<file path="src/sv/lmts_pkg.sv">
// Package: shared constants, types and the 8x8 font for the LED matrix text scroller.
`default_nettype none

package lmts_pkg;

  localparam int unsigned GLYPH_ROWS           = 8;
  localparam int unsigned ROW_W                = 8;
  localparam int unsigned ROW_IDX_W            = $clog2(GLYPH_ROWS);
  localparam int unsigned STEP_W               = 2 * ROW_IDX_W;
  localparam int unsigned FONT_SLOTS           = 64;
  localparam int unsigned FONT_ENTRIES_DEFAULT = 47;
  localparam logic [7:0]  FONT_FIRST           = 8'd46;
  localparam logic [STEP_W-1:0]    LAST_STEP   = '1;
  localparam logic [ROW_IDX_W-1:0] LAST_ROW    = '1;

  typedef logic [GLYPH_ROWS*ROW_W-1:0] glyph_t;

  typedef enum logic [1:0] {
    ST_IDLE,
    ST_LOAD,
    ST_SCROLL
  } lmts_state_e;

  // Controller to datapath
  typedef struct packed {
    logic              capture;
    logic              load;
    logic              emit;
    logic [STEP_W-1:0] step;
  } lmts_cmd_t;

  // Datapath to controller
  typedef struct packed {
    logic slot_free;
  } lmts_sts_t;

  // Glyph for a font slot, row 0 in the top byte; slots past the built-in set are blank
  function automatic glyph_t font_glyph(input logic [5:0] slot);
    glyph_t g;
    unique case (slot)
      6'd0:    g = 64'h00000000_00181800;
      6'd1:    g = 64'h01626408_10264680;
      6'd2:    g = 64'h3C424242_4242423C;
      6'd3:    g = 64'h10305010_1010107C;
      6'd4:    g = 64'h7E02027E_4040407E;
      6'd5:    g = 64'h3E02023E_02023E00;
      6'd6:    g = 64'h08182848_FE080808;
      6'd7:    g = 64'h3C20203C_04043C00;
      6'd8:    g = 64'h3C20203C_24243C00;
      6'd9:    g = 64'h3E220408_08080808;
      6'd10:   g = 64'h003E2222_3E22223E;
      6'd11:   g = 64'h3E22223E_0202023E;
      6'd12:   g = 64'h00181800_00181800;
      6'd13:   g = 64'h00181810_00000000;
      6'd14:   g = 64'h08102040_20100800;
      6'd15:   g = 64'h003C3C00_003C3C00;
      6'd16:   g = 64'h20100804_08102000;
      6'd17:   g = 64'h3C242408_10100010;
      6'd18:   g = 64'h00000000_00000000;
      6'd19:   g = 64'h18244242_7E424242;
      6'd20:   g = 64'h3C22223C_22223C00;
      6'd21:   g = 64'h3C404040_4040403C;
      6'd22:   g = 64'h7C222222_2222227C;
      6'd23:   g = 64'h7C40407C_4040407C;
      6'd24:   g = 64'h7C40407C_40404040;
      6'd25:   g = 64'h3C404040_4C44443C;
      6'd26:   g = 64'h4444447C_44444444;
      6'd27:   g = 64'h7C101010_1010107C;
      6'd28:   g = 64'h3C080808_08084830;
      6'd29:   g = 64'h00242830_20302824;
      6'd30:   g = 64'h40404040_4040407C;
      6'd31:   g = 64'h81C3A599_81818181;
      6'd32:   g = 64'h00426252_4A464200;
      6'd33:   g = 64'h3C424242_4242423C;
      6'd34:   g = 64'h3C222222_3C202020;
      6'd35:   g = 64'h1C222222_2226221D;
      6'd36:   g = 64'h3C222222_3C242221;
      6'd37:   g = 64'h001E2020_3E02023C;
      6'd38:   g = 64'h003E0808_08080808;
      6'd39:   g = 64'h42424242_4242221C;
      6'd40:   g = 64'h42424242_42422418;
      6'd41:   g = 64'h00494949_492A1C00;
      6'd42:   g = 64'h00412214_08142241;
      6'd43:   g = 64'h41221408_08080808;
      6'd44:   g = 64'h007F0204_0810207F;
      default: g = '0;
    endcase
    return g;
  endfunction

endpackage

`default_nettype wire

</file>
<file path="src/sv/lmts_if.sv">
// Interfaces: character input channel and row write output channel.
`default_nettype none

interface lmts_in_if;
  logic       valid;
  logic       ready;
  logic [7:0] char_code;
  logic       starts_message;

  modport source (output valid, output char_code, output starts_message, input ready);
  modport sink   (input valid, input char_code, input starts_message, output ready);
endinterface

interface lmts_out_if;
  logic       valid;
  logic       ready;
  logic [3:0] digit_register;
  logic [7:0] row_bits;
  logic [2:0] shift_step;
  logic       last_of_run;

  modport source (output valid, output digit_register, output row_bits,
                  output shift_step, output last_of_run, input ready);
  modport sink   (input valid, input digit_register, input row_bits,
                  input shift_step, input last_of_run, output ready);
endinterface

`default_nettype wire

</file>
<file path="src/sv/lmts_ctrl.sv">
// Controller: sequences glyph loads and the 64 row writes of a scroll.
`default_nettype none

module lmts_ctrl
  import lmts_pkg::*;
(
  input  wire logic      clk_i,
  input  wire logic      rst_ni,
  input  wire logic      in_valid_i,
  input  wire logic      in_starts_i,
  output logic           in_ready_o,
  input  wire lmts_sts_t sts_i,
  output lmts_cmd_t      cmd_o
);

  lmts_state_e       state_q, state_d;
  logic [STEP_W-1:0] step_q, step_d;

  always_ff @(posedge clk_i or negedge rst_ni) begin
    if (!rst_ni) begin
      state_q <= ST_IDLE;
      step_q  <= '0;
    end else begin
      state_q <= state_d;
      step_q  <= step_d;
    end
  end

  always_comb begin
    state_d      = state_q;
    step_d       = step_q;
    in_ready_o   = 1'b0;
    cmd_o        = '0;
    cmd_o.step   = step_q;
    unique case (state_q)
      ST_IDLE: begin
        in_ready_o = 1'b1;
        if (in_valid_i) begin
          cmd_o.capture = 1'b1;
          step_d        = '0;
          state_d       = in_starts_i ? ST_LOAD : ST_SCROLL;
        end
      end
      ST_LOAD: begin
        // One stored row per cycle
        cmd_o.load = 1'b1;
        step_d     = step_q + 1'b1;
        if (step_q[ROW_IDX_W-1:0] == LAST_ROW) begin
          step_d  = '0;
          state_d = ST_IDLE;
        end
      end
      ST_SCROLL: begin
        // Advance only when the output register can take a beat
        if (sts_i.slot_free) begin
          cmd_o.emit = 1'b1;
          step_d     = step_q + 1'b1;
          if (step_q == LAST_STEP) begin
            step_d  = '0;
            state_d = ST_IDLE;
          end
        end
      end
      default: begin
        state_d = ST_IDLE;
        step_d  = '0;
      end
    endcase
  end

  a_start_to_load: assert property (@(posedge clk_i) disable iff (!rst_ni)
    (state_q == ST_IDLE && in_valid_i && in_starts_i) |=> (state_q == ST_LOAD))
    else $error("message start did not enter glyph load");

  a_scroll_end: assert property (@(posedge clk_i) disable iff (!rst_ni)
    (state_q == ST_SCROLL && sts_i.slot_free && step_q == LAST_STEP)
      |=> (state_q == ST_IDLE && step_q == '0))
    else $error("scroll did not finish after final row write");

  a_step_hold: assert property (@(posedge clk_i) disable iff (!rst_ni)
    (state_q == ST_SCROLL && !sts_i.slot_free) |=> (state_q == ST_SCROLL && $stable(step_q)))
    else $error("scroll advanced while output stalled");

endmodule

`default_nettype wire

</file>
<file path="src/sv/lmts_dp.sv">
// Datapath: character register, stored rows, font lookup and output register.
`default_nettype none

module lmts_dp
  import lmts_pkg::*;
#(
  parameter int unsigned FONT_ENTRIES = FONT_ENTRIES_DEFAULT
) (
  input  wire logic       clk_i,
  input  wire logic       rst_ni,
  input  wire lmts_cmd_t  cmd_i,
  output lmts_sts_t       sts_o,
  input  wire logic [7:0] in_char_code_i,
  output logic            out_valid_o,
  input  wire logic       out_ready_i,
  output logic [3:0]      out_digit_register_o,
  output logic [7:0]      out_row_bits_o,
  output logic [2:0]      out_shift_step_o,
  output logic            out_last_of_run_o
);

  logic [7:0]       char_q;
  logic [ROW_W-1:0] shown_q [GLYPH_ROWS];
  logic             out_valid_q;
  logic [3:0]       digit_q;
  logic [7:0]       row_bits_q;
  logic [2:0]       shift_q;
  logic             last_q;

  logic [ROW_IDX_W-1:0] row_idx;
  logic [ROW_IDX_W-1:0] frame_idx;
  logic [7:0]           slot_off;
  logic                 in_font;
  glyph_t               glyph;
  logic [ROW_W-1:0]     glyph_row;
  logic [ROW_W-1:0]     shifted_row;

  assign row_idx   = cmd_i.step[ROW_IDX_W-1:0];
  assign frame_idx = cmd_i.step[STEP_W-1:ROW_IDX_W];

  assign slot_off  = char_q - FONT_FIRST;
  assign in_font   = (char_q >= FONT_FIRST) && (slot_off < 8'(FONT_ENTRIES));
  assign glyph     = in_font ? font_glyph(slot_off[5:0]) : '0;
  assign glyph_row = glyph[(GLYPH_ROWS - 1 - row_idx) * ROW_W +: ROW_W];

  // Shift left, take glyph bit 7 in the first frame down to bit 0 in the last
  assign shifted_row = {shown_q[row_idx][ROW_W-2:0], glyph_row[~frame_idx]};

  assign sts_o.slot_free = !out_valid_q || out_ready_i;

  always_ff @(posedge clk_i) begin
    if (cmd_i.capture) begin
      char_q <= in_char_code_i;
    end
    if (cmd_i.emit) begin
      digit_q    <= {1'b0, row_idx} + 4'd1;
      row_bits_q <= shifted_row;
      shift_q    <= frame_idx;
      last_q     <= (cmd_i.step == LAST_STEP);
    end
  end

  always_ff @(posedge clk_i or negedge rst_ni) begin
    if (!rst_ni) begin
      for (int i = 0; i < GLYPH_ROWS; i++) begin
        shown_q[i] <= '0;
      end
    end else if (cmd_i.load) begin
      shown_q[row_idx] <= glyph_row;
    end else if (cmd_i.emit) begin
      shown_q[row_idx] <= shifted_row;
    end
  end

  always_ff @(posedge clk_i or negedge rst_ni) begin
    if (!rst_ni) begin
      out_valid_q <= 1'b0;
    end else if (cmd_i.emit) begin
      out_valid_q <= 1'b1;
    end else if (out_ready_i) begin
      out_valid_q <= 1'b0;
    end
  end

  assign out_valid_o          = out_valid_q;
  assign out_digit_register_o = digit_q;
  assign out_row_bits_o       = row_bits_q;
  assign out_shift_step_o     = shift_q;
  assign out_last_of_run_o    = last_q;

  a_emit_slot: assert property (@(posedge clk_i) disable iff (!rst_ni)
    cmd_i.emit |-> sts_o.slot_free)
    else $error("row write issued over an unread beat");

  a_emit_last: assert property (@(posedge clk_i) disable iff (!rst_ni)
    (cmd_i.emit && cmd_i.step == LAST_STEP) |=> (out_valid_q && last_q && digit_q == 4'd8))
    else $error("final row write not flagged");

endmodule

`default_nettype wire

</file>
<file path="src/sv/led_matrix_text_scroller.sv">
// Usage notes:
// Input channel in_i carries one character per beat: char_code and
// starts_message. Output channel out_o carries one matrix row write per
// beat: digit_register (1..8), row_bits, shift_step and last_of_run.
// A character with starts_message set loads its glyph into the stored
// rows, one stored row per cycle, and gives no beats. Any other
// character gives 64 beats, eight frames of rows 1 to 8, one beat per
// cycle while the receiver keeps ready high. The first beat appears once
// the controller is in its scroll state and the row is registered in the
// output register. The next character is accepted once the last beat
// sits in the output register.
// When the receiver drops ready the output register holds its beat and
// the scroll pauses in place, losing nothing.
// Reset clears the stored rows to blank and empties the output register.
// Codes outside the font scroll in as a blank glyph.
`default_nettype none

module led_matrix_text_scroller
  import lmts_pkg::*;
#(
  parameter int unsigned FONT_ENTRIES = FONT_ENTRIES_DEFAULT
) (
  input  wire logic  clk_i,
  input  wire logic  rst_ni,
  lmts_in_if.sink    in_i,
  lmts_out_if.source out_o
);

  lmts_cmd_t cmd;
  lmts_sts_t sts;

  lmts_ctrl u_ctrl (
    .clk_i       (clk_i),
    .rst_ni      (rst_ni),
    .in_valid_i  (in_i.valid),
    .in_starts_i (in_i.starts_message),
    .in_ready_o  (in_i.ready),
    .sts_i       (sts),
    .cmd_o       (cmd)
  );

  lmts_dp #(
    .FONT_ENTRIES (FONT_ENTRIES)
  ) u_dp (
    .clk_i                (clk_i),
    .rst_ni               (rst_ni),
    .cmd_i                (cmd),
    .sts_o                (sts),
    .in_char_code_i       (in_i.char_code),
    .out_valid_o          (out_o.valid),
    .out_ready_i          (out_o.ready),
    .out_digit_register_o (out_o.digit_register),
    .out_row_bits_o       (out_o.row_bits),
    .out_shift_step_o     (out_o.shift_step),
    .out_last_of_run_o    (out_o.last_of_run)
  );

endmodule

`default_nettype wire

</file>
<file path="src/flat_wrapper.sv">
// flat-port wrapper written by rule: the top's interface ports become plain ports
module led_matrix_text_scroller_flat import lmts_pkg::*;
#(
  parameter int unsigned FONT_ENTRIES = FONT_ENTRIES_DEFAULT
)
  (clk_i, rst_ni, in_i_valid, in_i_char_code, in_i_starts_message, in_i_ready, out_o_valid, out_o_digit_register, out_o_row_bits, out_o_shift_step, out_o_last_of_run, out_o_ready);
  lmts_in_if in_i_i ();
  lmts_out_if out_o_i ();
  input  wire logic clk_i;
  input  wire logic rst_ni;
  input wire logic [$bits(in_i_i.valid)-1:0] in_i_valid;
  input wire logic [$bits(in_i_i.char_code)-1:0] in_i_char_code;
  input wire logic [$bits(in_i_i.starts_message)-1:0] in_i_starts_message;
  output wire logic [$bits(in_i_i.ready)-1:0] in_i_ready;
  output wire logic [$bits(out_o_i.valid)-1:0] out_o_valid;
  output wire logic [$bits(out_o_i.digit_register)-1:0] out_o_digit_register;
  output wire logic [$bits(out_o_i.row_bits)-1:0] out_o_row_bits;
  output wire logic [$bits(out_o_i.shift_step)-1:0] out_o_shift_step;
  output wire logic [$bits(out_o_i.last_of_run)-1:0] out_o_last_of_run;
  input wire logic [$bits(out_o_i.ready)-1:0] out_o_ready;
  assign in_i_i.valid = in_i_valid;
  assign in_i_i.char_code = in_i_char_code;
  assign in_i_i.starts_message = in_i_starts_message;
  assign in_i_ready = in_i_i.ready;
  assign out_o_valid = out_o_i.valid;
  assign out_o_digit_register = out_o_i.digit_register;
  assign out_o_row_bits = out_o_i.row_bits;
  assign out_o_shift_step = out_o_i.shift_step;
  assign out_o_last_of_run = out_o_i.last_of_run;
  assign out_o_i.ready = out_o_ready;
  led_matrix_text_scroller #(.FONT_ENTRIES(FONT_ENTRIES)) u_core (.clk_i(clk_i), .rst_ni(rst_ni), .in_i(in_i_i), .out_o(out_o_i));
endmodule
</file>
<file path="config.mk">
export PLATFORM = sky130hd
export DESIGN_NAME = led_matrix_text_scroller_flat
export DESIGN_NICKNAME = d
export VERILOG_FILES = /design/src/sv/lmts_pkg.sv /design/src/sv/lmts_if.sv /design/src/sv/lmts_ctrl.sv /design/src/sv/lmts_dp.sv /design/src/sv/led_matrix_text_scroller.sv /design/src/flat_wrapper.sv
export SDC_FILE = /design/constraint.sdc
export NUM_CORES = 1
export LEC_CHECK = 0
export BUFFER_PORTS_ARGS = -buffer_cell sky130_fd_sc_hd__buf_4
export CAP_MARGIN = 20
export CORE_UTILIZATION = 54
export CTS_BUF_LIST = sky130_fd_sc_hd__clkbuf_16
export DETAILED_ROUTE_END_ITERATION = 6
export PLACE_DENSITY_LB_ADDON = 0.2
export SLEW_MARGIN = 25
export SYNTH_ARGS = -nofsm -noshare
export SYNTH_HDL_FRONTEND = slang
export SYNTH_SLANG_ARGS = --single-unit
</file>
<file path="constraint.sdc">
create_clock -name clk_i -period 4.6 [get_ports clk_i]
set_clock_uncertainty 0.2 [all_clocks]
set_input_delay 1.15 -clock clk_i [delete_from_list [all_inputs] [get_ports clk_i]]
set_output_delay 1.15 -clock clk_i [all_outputs]
set_load 0.02 [all_outputs]
</file>
==> impl_results.md, run 1 <==
- Largest family of logic cells by synthesized area: compound AO/OA/AOI/OAI gates
- Clk buf depth: 2
- DR iter-0 viols: ~1400
- Number of H-tree levels: 3
- Later-pin clock latency in the skew report: about 350 ps
- Initial Util: 0.557
- # resized after CTS: 0
- Worst r2r dst: u_core.u_dp.shown_q[42]
- Synth Register Bits: 89
- Synthesized cell area: 7790 um^2
- Async S/R FF share, synth: 0.730
- Placement Cell Area: about 8000 um^2
- Reg2Reg Launch Point: u_core.u_dp.char_q[2]
- Num rows: 43
- Die area: ~15000 um^2
- # IOs: 31
- TritonCTS Buffers: 9
- Post-synth EDFFs: 24
- DRC viols: 0
- Crit path launch type: flop
- Slowest cell delay on critical path: between 500 and 600 ps
- Final setup viols: 0
- Worst Setup SP: u_core.u_dp.char_q[2]
- Hold Buf Count CTS: 0
- Peak Freq: between 200 and 250 MHz
- Critical Path End: u_core.u_dp.shown_q[42]
- Filler Cells Inserted: around 1300
- Die Wd: about 120 um
- Sequential-to-total area share from yosys stat: 0.301
- Detail Route Antenna Nets: 0
- Final setup margin: 344 ps
- Dpl hpwl: between 20 and 25 mm
- Finished Core Util: 0.608
- Tmin final: about 4300 ps
- Hold Slack: between 200 and 300 ps
- Core area: around 14000 um^2
- Largest net degree at the start of global routing: 66
- CTS tree: done
- Clock Root Buffer: clkbuf_16
- Mapped Cells: roughly 950
- PortBufs: 30
- Most common flop cell mapped by yosys: dfrtp_1
- Hold WC Path Type: reg2reg
- Max-Cap Viols: 0
- GRT Residual Overflow: 0
- Final worst-path cycle share: 0.925
- Actual slew at the worst max-slew pin: 848 ps
- Final Hold Viols: 0
- Maximum fanout along the worst path: 18
- Clock sink total: 89
- Post-synthesis simple-gate area fraction: 0.211
- Die height: 122 um
- Buffer count from post-CTS setup fixing: 0
- RSZ-0062 raised after global routing: no
- Nets: between 900 and 1000
- Hold path start: u_core.u_dp.shown_q[6]
- XOR/XNOR Fraction of Synth Area: 0.0129
- First-pass GRT wire length: roughly 46 mm
- Synth Area per Inst: just over 8 um^2
- Vias per cell: 7.14
- Non-Filler Instances: 1140
- Gr usage total: 0.411
- Post-Place Cells: around 1100
- CP required: around 4600 ps
- Post-Syn Nets: ~990
- Overall Power: 4.64 mW
- Drt wl/cell: ~26 um
- TNS Setup: 0 ps
- Ant diodes: 0
- FF-to-FF setup slack: around 340 ps
- Layout cells sized above 1: 0.175
- Post-synthesis adder-cell area fraction: 0.0386
- Vias in the first global route: between 7000 and 8000
- Place WS: 466 ps
- Synth Area in Compound Gates: 0.271
- Vias: around 8100
- Critical path capture point type: flop
- Crit path kind: reg2reg
- Area grow syn2layout: 9.12%
- Mux contribution to synthesized area: 0.0972
- Max_slew headroom: 0.435
- Drt pass-1 iters: 7
- Yosys warnings: 0
- Slew Limit Fails: 0
- Leak: 3.43 nW
- GP Congestion: roughly 1.1
- Post-route cell area: roughly 8500 um^2
- Unique masters post-synth: 85
- Power Density: about 550 nW/um^2
- Clock slew at reported path FFs: approximately 70 ps
- Worst Path Arrival: 4280 ps
- Status: finished clean
- Hold path cells: 2
- Slowest-stage cell, CP: o31ai_1
- Worst path cell trace: buf_4 -> inv_2 -> ha_2 -> buf_4 -> and2_1 -> o31ai_1 -> mux2i_1 -> a221oi_1 -> nor3_1 -> a211oi_1 -> a211oi_1 -> a21o_1 -> mux2_2
- Total wire length: about 29 mm
- Initial antenna violation count: 0
- Peak VDD IR: around 0.36 mV
- Path depth of the worst reg2reg path: 13
[layer usage]
layer	routed length, um	vias to the layer above	track usage
li1	-	3543	-
met1	12100	3818	0.583
met2	12100	642	0.569
met3	3650	131	0.107
met4	1530	0	0.213
met5	0	-	0
[report_power, final]
part           internal (mW)  switching, mW  leakage [nW]
registers              0.999          0.112          1.10
clock network          0.383          0.346         0.144
logic                  0.937           1.87          2.18
[how the worst min path moves through the flow]
stage	endpoint	slack, ps
6_report	u_core.u_dp.shown_q[6]	290
5_1_grt	u_core.u_dp.shown_q[38]	300
4_1_cts	u_core.u_dp.shown_q[17]	290
3_5_place_dp	u_core.u_dp.shown_q[17]	270
3_3_place_gp	u_core.u_dp.shown_q[33]	260
2_1_floorplan	u_core.u_dp.out_shift_step_o[1]	220
[cells in the mapped netlist, types with 18 or more instances]
cell,number,area [um^2]
inv_1,18,67.6
o21ai_0,49,245
nand3_1,28,140
clkbuf_1,33,124
edfxtp_1,24,721
nand2b_1,20,125
dfrtp_1,65,1630
buf_2,29,145
nor2_1,75,282
a21oi_1,84,420
o21ai_1,30,150
mux2_2,33,372
nor3_1,33,165
ha_1,24,300
nand2_1,118,443
[critical path: cells and delay by family, from the launching register on]
family,cells,cell delay (ps)
AO/OA/AOI/OAI,5,1760
buffers and inverters,3,590
multiplexers,2,480
flip-flops,1,390
adder cells (fa/ha/maj),1,390
AND/OR/NAND/NOR,2,320
[cell usage in the layout (no fill, tap or decap), drive strengths merged, types with 5 or more instances in the layout]
cell and count:
buf 80, inv 24, xnor2 5, o31a 6
clkbuf 9, and4 5, nor2 78, mux2 33
dfrtp 65, nor3 35, nand3 28, a31oi 16
a211oi 11, ha 24, o221ai 7, nor4 8
edfxtp 24, nand4 6, a21oi 85, nand2b 20
o21ai 79, nor2b 13, a32oi 7, nand2 118
or3 7, and2 9, o211ai 13, o22ai 11
and3 7, o31ai 15, o21a 5, mux4 10
a221oi 7, mux2i 16
[final cells by class]
cell class / instances / area, um^2 / share of cell area
well taps: 180 / 225 / 0.0265
flip-flops and latches: 89 / 2350 / 0.276
clock buffers: 9 / 225 / 0.0265
repair buffers: 80 / 613 / 0.0721
clock inverters: 7 / 70.1 / 0.00824
multi-input cells: 755 / 4940 / 0.581
inverters: 20 / 75.1 / 0.00883
[state kept, by name, indices dropped and copies added, names as in the netlist]
signal / flops
u_core.u_dp.out_valid_o: 1
u_core.u_ctrl.state_q: 2
u_core.u_dp.out_row_bits_o: 8
u_core.u_dp.char_q: 8
u_core.u_ctrl.step_q: 6
u_core.u_dp.out_shift_step_o: 3
u_core.u_dp.shown_q: 56
u_core.u_dp.out_last_of_run_o: 1
u_core.u_dp.out_digit_register_o: 4
[cell families (layout without fill, tap and decap cells)]
group,after synthesis,count (layout)
AND/OR/NAND/NOR,346,346
AO/OA/AOI/OAI,318,318
buffers and inverters,107,116
flip-flops,89,89
multiplexers,59,59
adder cells (fa/ha/maj),24,24
XOR/XNOR,8,8
(Power assumes the default switching activity.)
==> run 2: changes to the inputs <==
--- a/config.mk
+++ b/config.mk
@@ -15,3 +15,4 @@
 export SYNTH_ARGS = -nofsm -noshare
 export SYNTH_HDL_FRONTEND = slang
+export SYNTH_HIERARCHICAL = 1
 export SYNTH_SLANG_ARGS = --single-unit
==> constraint.sdc (replaced) <==
create_clock -name clk_i -period 4.6 [get_ports clk_i]
set_clock_uncertainty 0.2 [all_clocks]
set_input_delay 0.23 -clock clk_i [delete_from_list [all_inputs] [get_ports clk_i]]
set_output_delay 0.23 -clock clk_i [all_outputs]
set_load 0.02 [all_outputs]
==> run 2 against run 1 <==
Effect of this change: the flow now finishes with violations (design-rule violations); highest routed layer unchanged; fmax decreased by 3.1%; power increased by 9.6%; synthesized cell count decreased by 4.8%; critical path type unchanged.
==> impl_results.md, run 2 <==
- Status: complete, but fails checks (was finished clean)
- Failing checks: design-rule violations
- RSZ-0062 raised after global routing: no (unchanged)
- Peak VDD IR: 0.552 mV (was 0.362 mV)
- # resized after CTS: 0 (unchanged)
- Yosys warnings: 6 (was 0)
- CTS tree: done (unchanged)
- Tmin final: 4390 ps (was 4260 ps)
- Synth Area per Inst: 8.32 um^2 (was 8.19 um^2)
- Die Wd: 120 um (was 122 um)
- Max_slew headroom: 0.285 (was 0.435)
- Multi-input gate area: 4790 um^2 (was 4940 um^2)
- Post-synth EDFFs: 24 (unchanged)
- Top reg by flops: u_core/u_dp/shown_q (was u_core.u_dp.shown_q)
- Max FFs per register: 56 (unchanged)
- Vias per cell: 7.39 (was 7.14)
- Peak Freq: 228 MHz (was 235 MHz)
- DR iter-0 viols: 1515 (was 1425)
- Share of Yosys cell area claimed by the top area cell type: 0.216 (was 0.209)
- Leak: 3.39 nW (was 3.43 nW)
- Vias in the first global route: 7838 (was 7556)
- Initial antenna violation count: 0 (unchanged)
- Yosys top cell by area: dfrtp_1 (unchanged)
- Die area: 14400 um^2 (was 14900 um^2)
- Hold WC Path Type: in2reg (was reg2reg)
- Clk buf depth: 2 (unchanged)
- Crit path kind: reg2reg (unchanged)
- Area grow syn2layout: 13.1% (was 9.12%)
- Synth Register Bits: 89 (unchanged)
- Largest net degree at the start of global routing: 68 (was 66)
- Slowest-stage cell, CP: o22ai_1 (was o31ai_1)
- First-pass GRT wire length: 45.6 mm (was 45.9 mm)
- DRC viols: 2 (was 0)
- GRT Residual Overflow: 0 (unchanged)
- TNS Setup: 0 ps (unchanged)
- Initial Util: 0.562 (was 0.557)
- Final setup viols: 0 (unchanged)
- Drt wl/cell: 26.9 um (was 25.8 um)
- Main area contributors after synthesis: dfrtp_1, edfxtp_1, mux2_2 (was dfrtp_1, edfxtp_1, nand2_1)
- Post-Syn Nets: 943 (was 988)
- Power Density: 597 nW/um^2 (was 546 nW/um^2)
- Die height: 120 um (was 122 um)
- Gr usage total: 0.423 (was 0.411)
- Clock sink total: 89 (unchanged)
- Drt pass-1 iters: 7 (unchanged)
- Most common flop cell mapped by yosys: dfrtp_1 (unchanged)
- Post-route cell area: 8520 um^2 (was 8500 um^2)
- Later-pin clock latency in the skew report: 350 ps (about the same)
- Clock slew at reported path FFs: 70 ps (about the same)
- Slew Limit Fails: 0 (unchanged)
- CP required: 4680 ps (was 4630 ps)
- Detail Route Antenna Nets: 0 (unchanged)
- Num rows: 42 (was 43)
- Synth top cells by count: nand2_1, nor2_1, dfrtp_1 (was nand2_1, a21oi_1, nor2_1)
- Nets: 968 (was 992)
- Unique masters post-synth: 86 (was 85)
- Slowest cell delay on critical path: 800 ps (was 570 ps)
- Place WS: 453 ps (was 466 ps)
- Layout cells sized above 1: 0.181 (was 0.175)
- Vias: 8212 (was 8134)
- Register Area: 2350 um^2 (unchanged)
- Placement Cell Area: 8080 um^2 (was 8200 um^2)
- Overall Power: 5.09 mW (was 4.64 mW)
- Actual slew at the worst max-slew pin: 1070 ps (was 848 ps)
- Number of H-tree levels: 3 (unchanged)
- Final Hold Viols: 0 (unchanged)
- FF-to-FF setup slack: 210 ps (was 340 ps)
- Count leader, synth: nand2_1 (unchanged)
- Clock Root Buffer: clkbuf_16 (unchanged)
- Critical path capture point type: flop (unchanged)
- Worst path cell trace: ha_1 -> xnor2_1 -> o22ai_1 -> o211ai_1 -> a311oi_1 -> nor4_1 -> buf_4 -> or4_1 -> o211ai_1 -> o311a_2 -> o22a_1 (was buf_4 -> inv_2 -> ha_2 -> buf_4 -> and2_1 -> o31ai_1 -> mux2i_1 -> a221oi_1 -> nor3_1 -> a211oi_1 -> a211oi_1 -> a21o_1 -> mux2_2)
- Total wire length: 29.9 mm (was 29.4 mm)
- Non-Filler Instances: 1111 (was 1140)
- TritonCTS Buffers: 9 (unchanged)
- Hold Slack: 237 ps (was 289 ps)
- Mapped Cells: 905 (was 951)
- Commonest non-fill, non-tap cell in the layout: nand2_1 (unchanged)
- Finished Core Util: 0.636 (was 0.608)
- Final worst-path cycle share: 0.955 (was 0.925)
- Sequential-to-total area share from yosys stat: 0.312 (was 0.301)
- Final setup margin: 208 ps (was 344 ps)
- Ant diodes: 0 (unchanged)
- Max-Cap Viols: 0 (unchanged)
- Synthesized cell area: 7530 um^2 (was 7790 um^2)
- Most Frequent Cell on Critical Path: o211ai_1
- Filler Cells Inserted: 1105 (was 1260)
- Crit path launch type: flop (unchanged)
- Post-Place Cells: 1084 (was 1124)
- Worst Path Arrival: 4470 ps (was 4280 ps)
- Maximum fanout along the worst path: 11 (was 18)
- Dpl hpwl: 21.4 mm (was 21.2 mm)
- # IOs: 31 (unchanged)
- Most frequent cells in the layout: nand2_1, buf_4, nor2_1 (was nand2_1, a21oi_1, buf_4)
- GP Congestion: 1.06 (was 1.09)
- Async S/R FF share, synth: 0.730 (unchanged)
- Core area: 13400 um^2 (was 14000 um^2)
- PortBufs: 30 (unchanged)
run 2: area by class of cell:
cell class,count,area share
Sequential cell,89,0.276
Clock buffer,9,0.0264
Clock inverter,7,0.0119
Tap cell,176,0.0258
Inverter,15,0.00661
Multi-Input combinational cell,721,0.562
Timing Repair Buffer,94,0.0919
run 2: worst max-delay path: cells and delay by family (launching register included):
family,cells,cell delay (ps)
DFF,1,500
adders and majority gates,1,610
xor gates and xnor gates,1,200
AOI/OAI and AO/OA,6,2120
and+or+nand+nor,2,530
buffers and inverters,1,160
run 2: path summary, 6_finish.rpt:
check                                       start  cells after the start                      end
setup / recovery            u_core/u_dp/char_q[2]                     11  u_core/u_dp/shown_q[48]
hold / removal                         in_i_valid                      5  u_core/u_ctrl/step_q[1]
setup reg to reg            u_core/u_dp/char_q[2]                     11  u_core/u_dp/shown_q[48]
hold reg to reg            u_core/u_dp/shown_q[1]                      2   u_core/u_dp/shown_q[1]
max in group asynchronous                  rst_ni                      2  u_core/u_ctrl/step_q[0]
min in group asynchronous                  rst_ni                      2  u_core/u_dp/shown_q[36]
run 2: kinds of logic (layout without fill, tap and decap cells):
logic type	count (synthesis)	after routing	synth area share
flip-flops	89	89	0.312
multiplexers	68	68	0.106
buffers and inverters	95	125	0.0570
AND/OR/NAND/NOR	331	331	0.212
XOR/XNOR	7	7	0.0101
AO/OA/AOI/OAI	290	290	0.261
adder cells (fa/ha/maj)	25	25	0.0415
run 2: timing repair:
action | in CTS | in global routing
buffers inserted | 0 | 0
hold buffers | 11 | 0
hold endpoints to repair | 76 | 0
run 2: report_power, final:
group          switching (mW)  internal (mW)  total, mW
logic                    2.08           1.06       3.15
clock network           0.322          0.482      0.804
registers               0.119           1.02       1.14
run 2: metal layers:
layer | wire length (um) | track usage | vias up
met1 | 11500 | 0.564 | 3913
met5 | 0 | 0 | -
met2 | 12600 | 0.612 | 698
met3 | 4060 | 0.125 | 140
met4 | 1720 | 0.228 | 0
li1 | - | - | 3461
